$ cat src/design/longest_prefix_route_table_macros.svh
// Assertion macros for the longest prefix route table.
// Included by the modules that carry concurrent checks.
`ifndef LONGEST_PREFIX_ROUTE_TABLE_MACROS_SVH
`define LONGEST_PREFIX_ROUTE_TABLE_MACROS_SVH
`ifndef SYNTHESIS
`define LPRT_ASSERT(lbl, clk_s, rst_s, prop) \
  lbl: assert property (@(posedge clk_s) disable iff (rst_s) prop) else $error("lprt check failed");
`define LPRT_ASSERT_ALWAYS(lbl, clk_s, prop) \
  lbl: assert property (@(posedge clk_s) prop) else $error("lprt check failed");
`else
`define LPRT_ASSERT(lbl, clk_s, rst_s, prop)
`define LPRT_ASSERT_ALWAYS(lbl, clk_s, prop)
`endif
`endif

$ cat src/design/lprt_ram.sv
// Generic single-port-write, single-port-read RAM with registered read.
// No dependencies.
module lprt_ram #(
  parameter int Width = 8,
  parameter int Depth = 16
) (
  input  logic                     clk,
  input  logic                     we,
  input  logic [$clog2(Depth)-1:0] waddr,
  input  logic [Width-1:0]         wdata,
  input  logic [$clog2(Depth)-1:0] raddr,
  output logic [Width-1:0]         rdata
);
  logic [Width-1:0] mem [Depth];

  always_ff @(posedge clk) begin
    if (we) begin
      mem[waddr] <= wdata;
    end
    rdata <= mem[raddr];
  end
endmodule

$ cat config.mk
export PLATFORM = sky130hd
export DESIGN_NAME = lprt_ram
export DESIGN_NICKNAME = d
export VERILOG_FILES = /design/src/design/longest_prefix_route_table_macros.svh /design/src/design/lprt_ram.sv
export SDC_FILE = /design/constraint.sdc
export NUM_CORES = 1
export LEC_CHECK = 0
export BUFFER_PORTS_ARGS = -buffer_cell sky130_fd_sc_hd__buf_4
export CORE_UTILIZATION = 35
export DETAILED_ROUTE_END_ITERATION = 10
export PLACE_DENSITY = 0.62
export SLEW_MARGIN = 25
export SYNTH_ARGS = -nofsm -noshare
export SYNTH_HDL_FRONTEND = slang
export SYNTH_SLANG_ARGS = --single-unit
$ cat constraint.sdc
create_clock -name clk -period 4.2 [get_ports clk]
set_clock_uncertainty 0.2 [all_clocks]
set_input_delay 0.42 -clock clk [delete_from_list [all_inputs] [get_ports clk]]
set_output_delay 0.42 -clock clk [all_outputs]
set_load 0.01 [all_outputs]
==> load_flow_metrics.sql <==
INSERT INTO impl_metrics (metric_group, metric, value, unit) VALUES
('synthesis', 'synth_top_cell_by_area', 'edfxtp_1', ''),
('sta', 'hold_violations', '0', ''),
('layout', 'antenna-diode-count', '0', ''),
('sta', 'post_route_setup_tns', '0', 'ns'),
('global_route', 'grt_start_max_net_pins', '33', ''),
('clock_network', 'cts_repair_resize_count', '0', ''),
('layout', 'drive_above_1_share', '26.2', '%'),
('critical_path', 'critical_path.cell_chain', 'buf_4, mux4_2, a22oi_1, nand2_1', ''),
('synthesis', 'ys_types', '19', ''),
('synthesis', 'ys.warnings.count', '0', ''),
('sta', 'timing.final.setup_violations', '0', ''),
('clock_network', 'cts.reportedPaths.clkPinSlew', '0.06', 'ns'),
('place', 'place.detailed.instances', '427', ''),
('critical_path', 'critPathSlowestCell', 'mux4_2', ''),
('sta', 'rsz0062_at_grt', 'no', ''),
('critical_path', 'critPathCaptureType', 'flop', ''),
('clock_network', 'worstSkewPairLatency', '0.41', 'ns'),
('critical_path', 'slowest_delay', '0.59', 'ns'),
('clock_network', 'cts_sinks', '136', ''),
('route', 'route.antenna.remaining_nets', '0', ''),
('sta', 'whs', '0.123', 'ns'),
('job', 'max_cap_violations', '0', ''),
('synthesis', 'mappedNetlistArea', '0.00515', 'mm²'),
('clock_network', 'clock-root-buffer', 'clkbuf_16', ''),
('power_and_ir_drop', 'total_leakage_power', '2.00', 'nW'),
('route', 'vias_per_cell', '5.27', ''),
('synthesis', 'synthesized_instance_count', '229', ''),
('floorplanning', 'chipHeight', '123', 'µm'),
('critical_path', 'worst_path_dominant_cell_family', 'multiplexers', ''),
('synthesis', 'proportion_of_synthesized_chip_area_in_sequential_cells', '77.8', '%'),
('synthesis', 'synth_top_flop_cell', 'edfxtp_1', ''),
('place', 'dp.final_hpwl', '6200', 'µm'),
('layout', 'finish.cell_count_without_fillers', '459', ''),
('layout', 'number_of_nets_in_the_final_layout', '284', ''),
('route', 'route.vias.total', '2417', ''),
('global_route', 'grt_util_all_layers', '15.1', '%'),
('clock_network', 'cts_buffer_depth', '2', ''),
('floorplanning', 'pin_count', '26', ''),
('sta', 'final.period_utilization', '45.3', '%'),
('min_path', 'worst_hold_path_type', 'in2reg', ''),
('global_route', 'global_route_wire_length_before_repair', '15300', 'µm'),
('critical_path', 'reg2regPathDepth', '3', ''),
('clock_network', 'htree_levels', '4', ''),
('route', 'routed_wl', '10200', 'µm'),
('sta', 'finalCriticalPeriod', '1.90', 'ns'),
('synthesis', 'synth_largest_type_area_fraction', '74.7', '%'),
('synthesis', 'synth.net_count', '247', ''),
('route', 'detail_route.wl_per_cell', '22.1', 'µm'),
('synthesis', 'netlist_top_cells_count', '128 x edfxtp_1, 18 x mux4_2, 16 x a22oi_1', ''),
('floorplanning', 'chipWidth', '123', 'µm'),
('power_and_ir_drop', 'vdd_drop_max', '0.282', 'mV'),
('clock_network', 'post_cts_buffers', '0', ''),
('synthesis', 'synth_enable_flop_cells', '128', ''),
('min_path', 'timing.hold.worst_path_depth', '1', ''),
('global_route', 'grt-ovfl-total', '0', ''),
('sta', 'maxSlewHeadroom', '36.0', '%'),
('synthesis', 'yosys-top-cells-area', 'edfxtp_1 75%, mux4_2 7.9%, mux4_1 7.1%', ''),
('critical_path', 'required', '4.28', 'ns'),
('critical_path', 'setup.worst_path.start_class', 'input port', ''),
('sta', 'max_slew_violation_total_from_the_final_report', '0', ''),
('synthesis', 'synth_async_sr_flop_share', '0', '%'),
('place', 'input_output_buffers', '25', ''),
('global_route', 'first_global_vias', '2513', ''),
('synthesis', 'synth_area_per_cell', '22.5', 'µm²'),
('run_status', 'status', 'finished clean', ''),
('sta', 'transition_at_the_pin_with_the_smallest_max_transition_slack', '0.957', 'ns'),
('power_and_ir_drop', 'power.density_cell_area', '504', 'mW/mm²'),
('route', 'detail_route.iter0.violations', '183', ''),
('critical_path', 'timing_worst_setup_path_type', 'in2reg', ''),
('critical_path', 'path_buf_inv', '1', ''),
('floorplanning', 'initial_utilization', '36.5', '%');
==> power breakdown <==
group / switching, W / internal (W) / total [W]
clock: 0.000517 / 0.000855 / 0.00137
combinational: 0.0000848 / 0.0000637 / 0.000148
sequential: 0.00000945 / 0.00152 / 0.00153
==> registers in the layout (all words and copies together) (netlist names) <==
name   count
mem      128
rdata      8
==> metrics by stage <==
stage	worst slack (ns)	utilization (%)	area, µm²	power, W
floorplan	2.09	-	5150	0.00163
global placement	1.81	39.0	5500	0.00170
detailed placement	1.72	39.0	5500	0.00170
CTS	2.15	42.9	6040	0.00307
global route	2.20	42.9	6050	0.00315
finish	2.30	42.9	6050	0.00305
==> cells in the final DEF (no fill, tap or decap) <==
master      instances
edfxtp_1          128
clkinv_2            5
buf_4              28
clkbuf_1            2
nand2_1             9
or3b_2              1
nand3b_1            2
a22oi_1            16
dfxtp_1             8
nor3_1              3
bufinv_16           2
nor2_1             13
nand3_1             1
nand2b_1            2
mux4_2             18
clkinvlp_4          1
mux4_1             14
nor3_2              1
and2b_1             1
clkinv_1            5
clkbuf_16          17
and2_1              1
nor2b_1             1
==> worst register-to-register path, stage by stage, from the launching register on <==
cell	delay, ns
edfxtp_1	0.35
mux4_2	0.48
a22oi_1	0.33
nand2_1	0.13
==> worst paths after layout <==
kind / from / endpoint / slack (ns)
max: raddr[0] / rdata[7] / 2.30
max reg2reg: mem[3][7] / rdata[7] / 2.58
min: wdata[4] / mem[7][4] / 0.12
min reg2reg: mem[15][2] / rdata[2] / 0.47
==> cell families (layout without fill, tap and decap cells) <==
kind of cell	count (synthesis)	count (layout)	synth area share, %
mux	32	32	15.0
compound gates	16	16	2.33
flops	136	136	77.8
buf+inv	10	60	1.68
simple gates	35	35	3.18
==> routing by layer <==
layer	track usage, %	part of all wire (%)	vias up	routed length [µm]
li1	-	-	1045	-
met1	21.4	47	1253	4730
met2	21.6	46	100	4620
met3	4.43	5.7	19	578
met4	6.48	2.2	0	225
met5	0	0	-	0
==> layout make-up <==
class / instances / area, µm²
multi-input cells: 83 / 1060
flip-flops and latches: 136 / 4000
clock inverters: 13 / 111
repair buffers: 28 / 210
clock buffers: 19 / 433
well taps: 180 / 225
fillers: 1252 / 8050
(Power assumes the default switching activity.)
