===== config.mk =====
export PLATFORM = sky130hd
export DESIGN_NAME = lprt_seq
export DESIGN_NICKNAME = d
export VERILOG_FILES = /design/src/design/lprt_pkg.sv /design/src/design/lprt_seq.sv
export VERILOG_INCLUDE_DIRS = /design/src /design/src/design
export SDC_FILE = /design/constraint.sdc
export NUM_CORES = 1
export LEC_CHECK = 0
export BUFFER_PORTS_ARGS = -buffer_cell sky130_fd_sc_hd__buf_4
export CAP_MARGIN = 20
export CORE_MARGIN = 3
export CORE_UTILIZATION = 50
export CTS_CLUSTER_DIAMETER = 150
export DETAILED_ROUTE_END_ITERATION = 16
export PLACE_DENSITY = 0.82
export SLEW_MARGIN = 20
export SYNTH_ARGS = -nofsm -noshare
export SYNTH_HDL_FRONTEND = slang
export SYNTH_SLANG_ARGS = --single-unit

===== constraint.sdc =====
create_clock -name clk -period 12.17 [get_ports clk]
set_clock_uncertainty 0.2 [all_clocks]
set_input_delay 0.6085 -clock clk [delete_from_list [all_inputs] [get_ports clk]]
set_output_delay 0.6085 -clock clk [all_outputs]
set_load 0.05 [all_outputs]

===== src/design/longest_prefix_route_table_macros.svh =====
// Assertion macros for the longest prefix route table.
// Included by the modules that carry concurrent checks.
`ifndef LONGEST_PREFIX_ROUTE_TABLE_MACROS_SVH
`define LONGEST_PREFIX_ROUTE_TABLE_MACROS_SVH
`ifndef SYNTHESIS
`define LPRT_ASSERT(lbl, clk_s, rst_s, prop) \
  lbl: assert property (@(posedge clk_s) disable iff (rst_s) prop) else $error("lprt check failed");
`define LPRT_ASSERT_ALWAYS(lbl, clk_s, prop) \
  lbl: assert property (@(posedge clk_s) prop) else $error("lprt check failed");
`else
`define LPRT_ASSERT(lbl, clk_s, rst_s, prop)
`define LPRT_ASSERT_ALWAYS(lbl, clk_s, prop)
`endif
`endif


===== src/design/lprt_pkg.sv =====
// Shared types and constants of the longest prefix route table.
// No dependencies.
package lprt_pkg;
  localparam int TableDepth = 64;
  localparam int IdxW = $clog2(TableDepth);
  localparam int CntW = $clog2(TableDepth + 1);
  // entry word: direct, hop, mask, dest
  localparam int EntryW = 97;

  typedef enum logic [1:0] {
    FUNC_ADD = 2'd0, FUNC_DEL = 2'd1, FUNC_LOOKUP = 2'd2, FUNC_SPARE = 2'd3
  } func_t;

  typedef enum logic [2:0] {
    ST_ADDED = 3'd0, ST_FULL = 3'd1, ST_DELETED = 3'd2, ST_REFUSED = 3'd3,
    ST_NOT_FOUND = 3'd4, ST_ROUTED = 3'd5, ST_DIRECT = 3'd6, ST_NO_ROUTE = 3'd7
  } status_t;

  typedef struct packed {
    logic [1:0]  func;
    logic [31:0] address;
    logic [31:0] prefix_mask;
    logic [31:0] next_hop_addr;
    logic        is_direct;
  } req_t;

  typedef struct packed {
    logic [2:0]  status;
    logic [31:0] hop;
    logic [6:0]  entry_count;
  } rsp_t;

  typedef struct packed {
    logic        direct;
    logic [31:0] hop;
    logic [31:0] mask;
    logic [31:0] dest;
  } entry_t;

  // memory port request from the sequencer
  typedef struct packed {
    logic            we;
    logic [IdxW-1:0] waddr;
    entry_t          wdata;
    logic [IdxW-1:0] raddr;
  } mem_ctl_t;
endpackage


===== src/design/lprt_seq.sv =====
// Sequencer: walks the table through the entry RAM for add, delete and lookup.
// Depends on lprt_pkg and the assertion macro header.
`include "longest_prefix_route_table_macros.svh"
module lprt_seq import lprt_pkg::*; (
  input  logic     clk,
  input  logic     rst,
  input  logic     req_valid,
  output logic     req_ready,
  input  req_t     req,
  output logic     rsp_valid,
  input  logic     rsp_ready,
  output rsp_t     rsp,
  output mem_ctl_t mem_ctl,
  input  entry_t   rdata
);
  typedef enum logic [6:0] {
    S_IDLE   = 7'b0000001,
    S_SCAN   = 7'b0000010,  // read entry idx, compare when data is back
    S_SHIFTU = 7'b0000100,  // add: move entries up, top down
    S_SHIFTD = 7'b0001000,  // delete: move entries down
    S_WRITE  = 7'b0010000,
    S_RESP   = 7'b0100000,
    S_WAIT   = 7'b1000000
  } state_t;

  state_t          state;
  req_t            op;
  logic [CntW-1:0] count;
  logic [CntW-1:0] idx;      // scan: entry whose data arrives this cycle; shift: entry written
  logic            rd_pend;  // read data is valid (for idx in scan, for the neighbour of idx in shift)
  logic [2:0]      st;
  logic [31:0]     hop_r;
  rsp_t            out_r;
  logic            out_v;
  logic [CntW-1:0] cnt_ext;
  logic            hit;
  logic            in_range;

  assign req_ready = (state == S_IDLE) && !out_v;
  assign rsp_valid = out_v;
  assign rsp = out_r;
  assign in_range = idx < count;

  always_comb begin
    case (op.func)
      FUNC_ADD: hit = rdata.mask < op.prefix_mask;
      FUNC_DEL: hit = rdata.dest == op.address;
      default:  hit = (rdata.mask & op.address) == (rdata.mask & rdata.dest);
    endcase
  end

  always_comb begin
    mem_ctl = '0;
    mem_ctl.raddr = idx[IdxW-1:0];
    case (state)
      S_SCAN: begin
        mem_ctl.raddr = rd_pend ? IdxW'(idx + 1'b1) : idx[IdxW-1:0];
      end
      S_SHIFTU: begin
        // data of idx-1 is back: write it to idx, read idx-2
        mem_ctl.we = rd_pend;
        mem_ctl.waddr = idx[IdxW-1:0];
        mem_ctl.wdata = rdata;
        mem_ctl.raddr = rd_pend ? IdxW'(idx - 2'd2) : IdxW'(idx - 1'b1);
      end
      S_SHIFTD: begin
        // data of idx+1 is back: write it to idx, read idx+2
        mem_ctl.we = rd_pend;
        mem_ctl.waddr = idx[IdxW-1:0];
        mem_ctl.wdata = rdata;
        mem_ctl.raddr = rd_pend ? IdxW'(idx + 2'd2) : IdxW'(idx + 1'b1);
      end
      S_WRITE: begin
        mem_ctl.we = 1'b1;
        mem_ctl.waddr = idx[IdxW-1:0];
        mem_ctl.wdata = '{direct: op.is_direct, hop: op.next_hop_addr,
                          mask: op.prefix_mask, dest: op.address};
      end
      default: ;
    endcase
  end

  assign cnt_ext = count;

  always_ff @(posedge clk) begin
    if (rst) begin
      state <= S_IDLE;
      count <= '0;
      out_v <= 1'b0;
      rd_pend <= 1'b0;
      idx <= '0;
    end else begin
      if (out_v && rsp_ready) out_v <= 1'b0;
      case (state)
        S_IDLE: begin
          if (req_valid && req_ready) begin
            op <= req;
            idx <= '0;
            rd_pend <= 1'b0;
            hop_r <= '0;
            if (req.func == FUNC_ADD && count >= CntW'(TableDepth)) begin
              st <= ST_FULL;
              state <= S_RESP;
            end else begin
              state <= S_SCAN;
            end
          end
        end
        S_SCAN: begin
          if (!rd_pend) begin
            // first read issued at idx
            if (!in_range) begin
              case (op.func)
                FUNC_ADD: state <= S_WRITE;
                FUNC_DEL: begin st <= ST_NOT_FOUND; state <= S_RESP; end
                default:  begin st <= ST_NO_ROUTE; state <= S_RESP; end
              endcase
            end else begin
              rd_pend <= 1'b1;
            end
          end else if (hit) begin
            rd_pend <= 1'b0;
            case (op.func)
              FUNC_ADD: begin
                idx <= count;
                st <= '0;
                state <= (idx == count) ? S_WRITE : S_SHIFTU;
                hop_r <= {{(32-CntW){1'b0}}, idx};  // insert position
              end
              FUNC_DEL: begin
                if (rdata.direct) begin
                  st <= ST_REFUSED;
                  state <= S_RESP;
                end else begin
                  state <= S_SHIFTD;
                end
              end
              default: begin
                st <= rdata.direct ? ST_DIRECT : ST_ROUTED;
                hop_r <= rdata.direct ? 32'd0 : rdata.hop;
                state <= S_RESP;
              end
            endcase
          end else begin
            idx <= idx + 1'b1;
            if (idx + 1'b1 >= count) begin
              rd_pend <= 1'b0;
              case (op.func)
                FUNC_ADD: state <= S_WRITE;
                FUNC_DEL: begin st <= ST_NOT_FOUND; state <= S_RESP; end
                default:  begin st <= ST_NO_ROUTE; state <= S_RESP; end
              endcase
            end
          end
        end
        S_SHIFTU: begin
          // hop_r holds insert position
          if (!rd_pend) begin
            rd_pend <= 1'b1;
          end else begin
            idx <= idx - 1'b1;
            if (idx - 1'b1 == hop_r[CntW-1:0]) begin
              rd_pend <= 1'b0;
              state <= S_WRITE;
            end
          end
        end
        S_WRITE: begin
          st <= ST_ADDED;
          count <= count + 1'b1;
          state <= S_RESP;
        end
        S_SHIFTD: begin
          if (idx + 1'b1 >= count) begin
            count <= count - 1'b1;
            st <= ST_DELETED;
            rd_pend <= 1'b0;
            state <= S_RESP;
          end else if (!rd_pend) begin
            rd_pend <= 1'b1;
          end else begin
            idx <= idx + 1'b1;
          end
        end
        S_RESP: begin
          out_r <= '{status: st, hop: hop_r & {32{st == ST_ROUTED}},
                     entry_count: 7'(cnt_ext)};
          out_v <= 1'b1;
          state <= S_WAIT;
        end
        S_WAIT: begin
          if (!out_v || rsp_ready) state <= S_IDLE;
        end
        default: state <= S_IDLE;
      endcase
    end
  end

  `LPRT_ASSERT(a_count_range, clk, rst, count <= CntW'(TableDepth))
  `LPRT_ASSERT(a_no_accept_busy, clk, rst, (state != S_IDLE) |-> !req_ready)
  `LPRT_ASSERT(a_full_no_grow, clk, rst,
               (state == S_WRITE) |-> (count < CntW'(TableDepth)))
  `LPRT_ASSERT_ALWAYS(a_reset_idle, clk, $past(rst) |-> (state == S_IDLE && !out_v))
endmodule


==> run_results.csv, run 1 <==
group,metric,value,unit
yosys,yosys.area.top_type,"edfxtp_1",
worst_setup_path,cp_top_family,"simple AND/OR/NAND/NOR gates",
yosys,yosysSeqAreaShare,0.540,
worst_setup_path,rr_endpoint,"hop_r[8]",
worst_setup_path,critical_path.max_fanout,17,
pwr,p_per_area,113,nW/um^2
final_layout,fin_nets,1520,
worst_setup_path,r2r_slack,8040,ps
timing,fin_crit,4370,ps
worst_hold_path,holdPathStages,1,
clocking,cts-root-buf,"clkbuf_16",
timing,finalHoldViolCount,0,
clocking,cts_buffers,17,
worst_setup_path,reg2reg_depth,10,
worst_setup_path,cpPeakStageDelay,690,ps
worst_setup_path,worstPathRequired,11360,ps
timing,setup_tns,0,ps
worst_hold_path,hold_end,"op[15]",
detailed_routing,drt_wl_total,35.7,mm
status,status,"complete, no violations",
timing,worst_slew_pin_slew,1060,ps
global_routing,antenna_found_initial,0,
clocking,cts_resized,0,
detailed_routing,drtPass1Iterations,6,
timing,period_share,0.359,
global_routing,use_met1,0.362,
place,dp_slack,7710,ps
worst_setup_path,critPathLaunchType,"flip-flop",
die,dieArea,23000,um^2
timing,fmax,0.229,GHz
place,dp_hpwl,27.7,mm
timing,rsz0062_at_grt,"false",
detailed_routing,via_per_inst,5.90,
place,gp_congestion,0.965,
die,io_pins,354,
die,start_util,0.517,
final_layout,area_delta_synth_final,33.5,%
global_routing,grtUsageTotal,0.300,
final_layout,layout_common_cells,"360 x buf_4, 176 x edfxtp_1, 75 x a22o_1, 68 x nand2_1, 62 x and2_1",
timing,slew_viol_final,0,
worst_setup_path,endpoint_kind,"primary output",
worst_setup_path,rr_startpoint,"op[46]",
clocking,cts.sinks,199,
global_routing,grt_max_degree,78,
clocking,postCtsHoldBufs,0,
detailed_routing,wl_per_cell,23.1,um
die,die_h,152,um
detailed_routing,drc,0,
yosys,syn_inst,933,
detailed_routing,vias,9126,
detailed_routing,drt_iter0_drc,678,
yosys,yosysTopAreaCellShare,0.497,
worst_hold_path,hold_start,"req[15]",
final_layout,final_core_util,0.690,
die,rows,52,
worst_setup_path,path_class,"reg2out",
die,fp.dieW,152,um
final_layout,drive_gt1_frac,0.322,
yosys,synth_area_leaders,"edfxtp_1 50%, ha_1 6.5%, a22o_1 6.2%",
clocking,clk_path_buf_depth,2,
global_routing,gr-usage-met2,0.503,
clocking,clock_latency,440,ps
timing,maxSlewHeadroom,0.293,
worst_setup_path,arrival,3560,ps
clocking,clkTransAtPathRegs,90,ps
clocking,cts_tree,"built",
worst_setup_path,path_cells,"nor3_1 > nand4b_1 > inv_1 > a22oi_1 > mux2_2 > o311ai_0 > buf_4",
yosys,ys_ff_latch,199,
die,core_area,20600,um^2
yosys,syn_avg_cell_area,11.4,um^2
clocking,cts_setup_buffers,0,
yosys,synthArstFlopShare,0,
worst_hold_path,hold_class,"in2reg",
yosys,synth_nets,1189,
worst_setup_path,cp_slowest_cell,"inv_1",
timing,finalSetupViolCount,0,
pwr,p_leak,0.00601,uW
global_routing,top_usage_layer,"met2",
yosys,synth_flop_cell,"edfxtp_1",
yosys,yosysWarningCount,0,
place,port_buffers,353,
yosys,synth-edff-count,176,
detailed_routing,ant_nets,0,
global_routing,grt_pass1_vias,9071,
global_routing,use_met3,0.0879,
global_routing,grt_pass1_wl,53.5,mm
flow_run,cap_violations,0,
final_layout,final_common_cell,"buf_4",
timing,worst_slack,7800,ps
global_routing,grt_overflow,0,
worst_setup_path,path_buf_inv,2,
clocking,htreeDepth,4,
yosys,yosys.cell_types.count,67,
yosys,synthesis.area,10600,um^2
final_layout,diodes,0,
pwr,vdd_drop_max,0.0941,mV
how the worst max path moves through the flow:
stage	end	depth (start not counted)	slack [ps]	start
floorplan	op[0]	5	6120	state[6]
global placement	hop_r[0]	10	7810	rdata[45]
detailed placement	hop_r[0]	10	7710	rdata[45]
CTS	mem_ctl[39]	7	7830	state[6]
global route	mem_ctl[4]	9	7550	state[6]
finish	mem_ctl[2]	7	7800	state[6]
synth_stat cells (all sizes together) (15+ instances only):
master	instances
and2	62
clkbuf	44
xor2	41
a21oi	36
nor4	16
edfxtp	176
a22o	75
dfxtp	23
o21ai	52
ha	55
xnor2	15
nand2	68
nor2	43
inv	53
nand4	15
a22oi	15
through the flow:
| stage | instances | power, uW | hold WS (ps) | instance area (um^2) |
|---|---|---|---|---|
| after detailed placement | 1515 | 1010 | 290 | 13500 |
| final | 1547 | 1610 | 133 | 14200 |
| after global placement | 1515 | 1000 | 282 | 13500 |
| after CTS | 1547 | 1620 | 118 | 14200 |
| after global routing | 1547 | 1660 | 112 | 14200 |
| after floorplan | 933 | 907 | 250 | 10600 |
routing by layer:
layer	vias to the layer above	share of wire
li1	4170	-
met1	4336	0.38
met2	516	0.48
met3	104	0.091
met4	0	0.048
met5	-	0
registers in the layout, summed over array words and instances, names as in the netlist:
name       count
cnt_ext        7
hop_r         32
idx            7
op            99
rd_pend        1
rsp           42
rsp_valid      1
st             3
state          7
cells by family (layout without fill, tap and decap cells):
| family | count (synthesis) | after routing | synth area share |
|---|---|---|---|
| mux | 5 | 5 | 0.00483 |
| xor+xnor | 56 | 56 | 0.0461 |
| compound gates | 256 | 256 | 0.176 |
| simple gates | 259 | 259 | 0.130 |
| fa+ha+maj | 56 | 56 | 0.0666 |
| flops | 199 | 199 | 0.540 |
| buf+inv | 102 | 446 | 0.0360 |
layout make-up:
type,instances,area [um^2]
well taps,270,338
clock buffers,17,425
multi-input cells,632,4550
fillers,1588,6370
inverters,54,203
repair buffers,360,2700
clock inverters,15,229
flip-flops and latches,199,5750
where the power goes:
group	switching, uW	total, uW	internal [uW]
sequential	16.3	799	782
clock	306	614	308
combinational	114	197	82.3
Power figures use the tool's default switching activity.
==> run 2: changes to the inputs <==
--- a/config.mk
+++ b/config.mk
@@ -9,10 +9,10 @@
 export BUFFER_PORTS_ARGS = -buffer_cell sky130_fd_sc_hd__buf_4
 export CAP_MARGIN = 20
 export CORE_MARGIN = 3
-export CORE_UTILIZATION = 50
+export CORE_UTILIZATION = 46
 export CTS_CLUSTER_DIAMETER = 150
 export DETAILED_ROUTE_END_ITERATION = 16
-export PLACE_DENSITY = 0.82
+export PLACE_DENSITY = 0.8
 export SLEW_MARGIN = 20
 export SYNTH_ARGS = -nofsm -noshare
 export SYNTH_HDL_FRONTEND = slang
==> constraint.sdc (replaced) <==
create_clock -name clk -period 3.7 [get_ports clk]
set_clock_uncertainty 0.2 [all_clocks]
set_input_delay 0.185 -clock clk [delete_from_list [all_inputs] [get_ports clk]]
set_output_delay 0.185 -clock clk [all_outputs]
set_load 0.05 [all_outputs]
==> run_results.csv, run 2 (same netlist as run 1, synthesis figures left out) <==
group,metric,value,unit
detailed_routing,drc,0,
worst_setup_path,path_buf_inv,2,
global_routing,use_met1,0.390,
final_layout,num-fill-cells,1490,
die,fp.dieW,158,um
global_routing,top_usage_layer,"met2",
place,port_buffers,353,
global_routing,grtUsageTotal,0.329,
pwr,p_clk_frac,0.366,
status,status,"complete, no violations",
die,core_area,22200,um^2
clocking,postCtsHoldBufs,134,
worst_setup_path,cpPeakStageDelay,440,ps
clocking,cts_setup_buffers,0,
die,start_util,0.478,
clocking,cts.sinks,199,
worst_setup_path,cp_slowest_cell,"nor4_1",
pwr,power_frac_seq,0.486,
detailed_routing,wl_per_cell,24.1,um
die,die_h,158,um
flow_run,cap_violations,0,
timing,finalHoldViolCount,0,
final_layout,final_core_util,0.709,
timing,fin_crit,3380,ps
worst_setup_path,endpoint_kind,"flip-flop",
die,rows,54,
worst_setup_path,critPathLaunchType,"flip-flop",
detailed_routing,vias,10299,
die,dieArea,25000,um^2
detailed_routing,ant_nets,0,
pwr,p_per_area,344,nW/um^2
clocking,htreeDepth,4,
timing,worst_slack,315,ps
final_layout,drive_gt1_frac,0.304,
place,gp_congestion,0.998,
detailed_routing,drt_wl_total,41.4,mm
final_layout,fin_nets,1679,
clocking,cts-root-buf,"clkbuf_16",
detailed_routing,via_per_inst,6.00,
global_routing,grt_max_degree,78,
global_routing,antenna_found_initial,1,
worst_setup_path,critical_path.max_fanout,9,
final_layout,final_area,15800,um^2
timing,finalSetupViolCount,0,
detailed_routing,drtPass1Iterations,5,
final_layout,final_common_cell,"buf_4",
timing,period_share,0.915,
place,dp_hpwl,28.8,mm
place,dpl.cell_count,1550,
global_routing,grt_overflow,0,
worst_setup_path,path_class,"reg2reg",
global_routing,gr-usage-met2,0.564,
pwr,p_leak,0.00670,uW
die,io_pins,354,
detailed_routing,drt_iter0_drc,919,
timing,rsz0062_at_grt,"false",
pwr,p_sw_frac,0.280,
final_layout,layout_common_cells,"381 x buf_4, 176 x edfxtp_1, 134 x dlygate4sd3_1, 75 x a22o_1, 68 x nand2_1",
worst_setup_path,worstPathRequired,3640,ps
clocking,cts_resized,0,
worst_setup_path,arrival,3320,ps
global_routing,grt_pass1_vias,10467,
timing,worst_slew_pin_slew,867,ps
pwr,power_frac_comb,0.149,
timing,slew_viol_final,0,
pwr,vdd_drop_max,0.325,mV
final_layout,largest_register,"op",
final_layout,area_delta_synth_final,48.2,%
pwr,p_sw,1520,uW
worst_setup_path,path_cells,"inv_1 > ha_1 > nand4_1 > or3_1 > nor4_1 > o41ai_1 > nand3_1 > nor3_4 > buf_4 > a41oi_1 > and3_1",
clocking,cts_buffers,17,
final_layout,largest_register_ffs,99,
global_routing,use_met3,0.0809,
timing,setup_tns,0,ps
worst_hold_path,hold_class,"in2reg",
place,dp_slack,429,ps
pwr,p_int,3900,uW
clocking,clock_latency,450,ps
clocking,cts_tree,"built",
clocking,clkTransAtPathRegs,90,ps
global_routing,grt_pass1_wl,61.6,mm
final_layout,layout.cells.non_filler,1717,
place,dpl_cell_area,13800,um^2
timing,fmax,0.295,GHz
clocking,clk_path_buf_depth,2,
worst_setup_path,cp_top_family,"simple AND/OR/NAND/NOR gates",
timing,maxSlewHeadroom,0.421,
## run 2: cell types whose count changed in the layout (fill, tap and decap cells not counted)
cell / change
inv_12: +1
buf_4: +21
diode_2: +1
dlygate4sd3_1: +134
bufinv_16: -1
nor2_2: +1
inv_16: -1
nor2_4: -1
inv_8: +1
buf_12: +4
## run 2: cell type report
type                       count  area (um^2)  share of cell area
sequential                   199         5750               0.365
multi-input combinational    632         4540               0.288
timing repair buffer         519         4280               0.272
clock buffer                  17          425              0.0270
tap                          280          350              0.0222
clock inverter                15          206              0.0131
inverter                      54          203              0.0129
antenna                        1         2.50            0.000159
## run 2: worst register-to-register path: cells and delay by family (launching register included)
family | cells | cell delay (ps)
AOI/OAI and AO/OA | 2 | 460
adders and majority gates | 1 | 300
buffers and inverters | 2 | 240
DFF | 1 | 350
and+or+nand+nor | 6 | 1530
## run 2: per-stage QoR
| step | power, uW | hold slack (ps) |
|---|---|---|
| 3_5_place_dp | 3330 | 164 |
| 6_report | 5420 | 14.3 |
| 4_1_cts | 5390 | 4.62 |
| 2_1_floorplan | 2970 | 83.9 |
| 3_3_place_gp | 3320 | 163 |
| 5_1_grt | 5570 | 22.6 |
## run 2: layer usage
layer	share of wire	wire length [um]
met5	0	0
met4	0.052	2140
met3	0.097	4020
met2	0.49	20300
met1	0.36	14900
## run 2: path summary, 6_finish.rpt
kind	from	end	slack, ps	cells after the start
setup reg to reg	op[63]	st[1]	320	11
hold / removal	req_valid	state[0]	10	3
setup / recovery	op[63]	st[1]	320	11
hold reg to reg	hop_r[19]	rsp[26]	320	1
## run 2: power by group through the flow
stage / Sequential (uW) / Combinational (uW) / Clock, uW
2_1_floorplan: 2660 / 310 / 0
3_3_place_gp: 2670 / 654 / 0
3_5_place_dp: 2670 / 663 / 0
4_1_cts: 2620 / 784 / 1990
5_1_grt: 2640 / 859 / 2080
6_report: 2630 / 806 / 1980
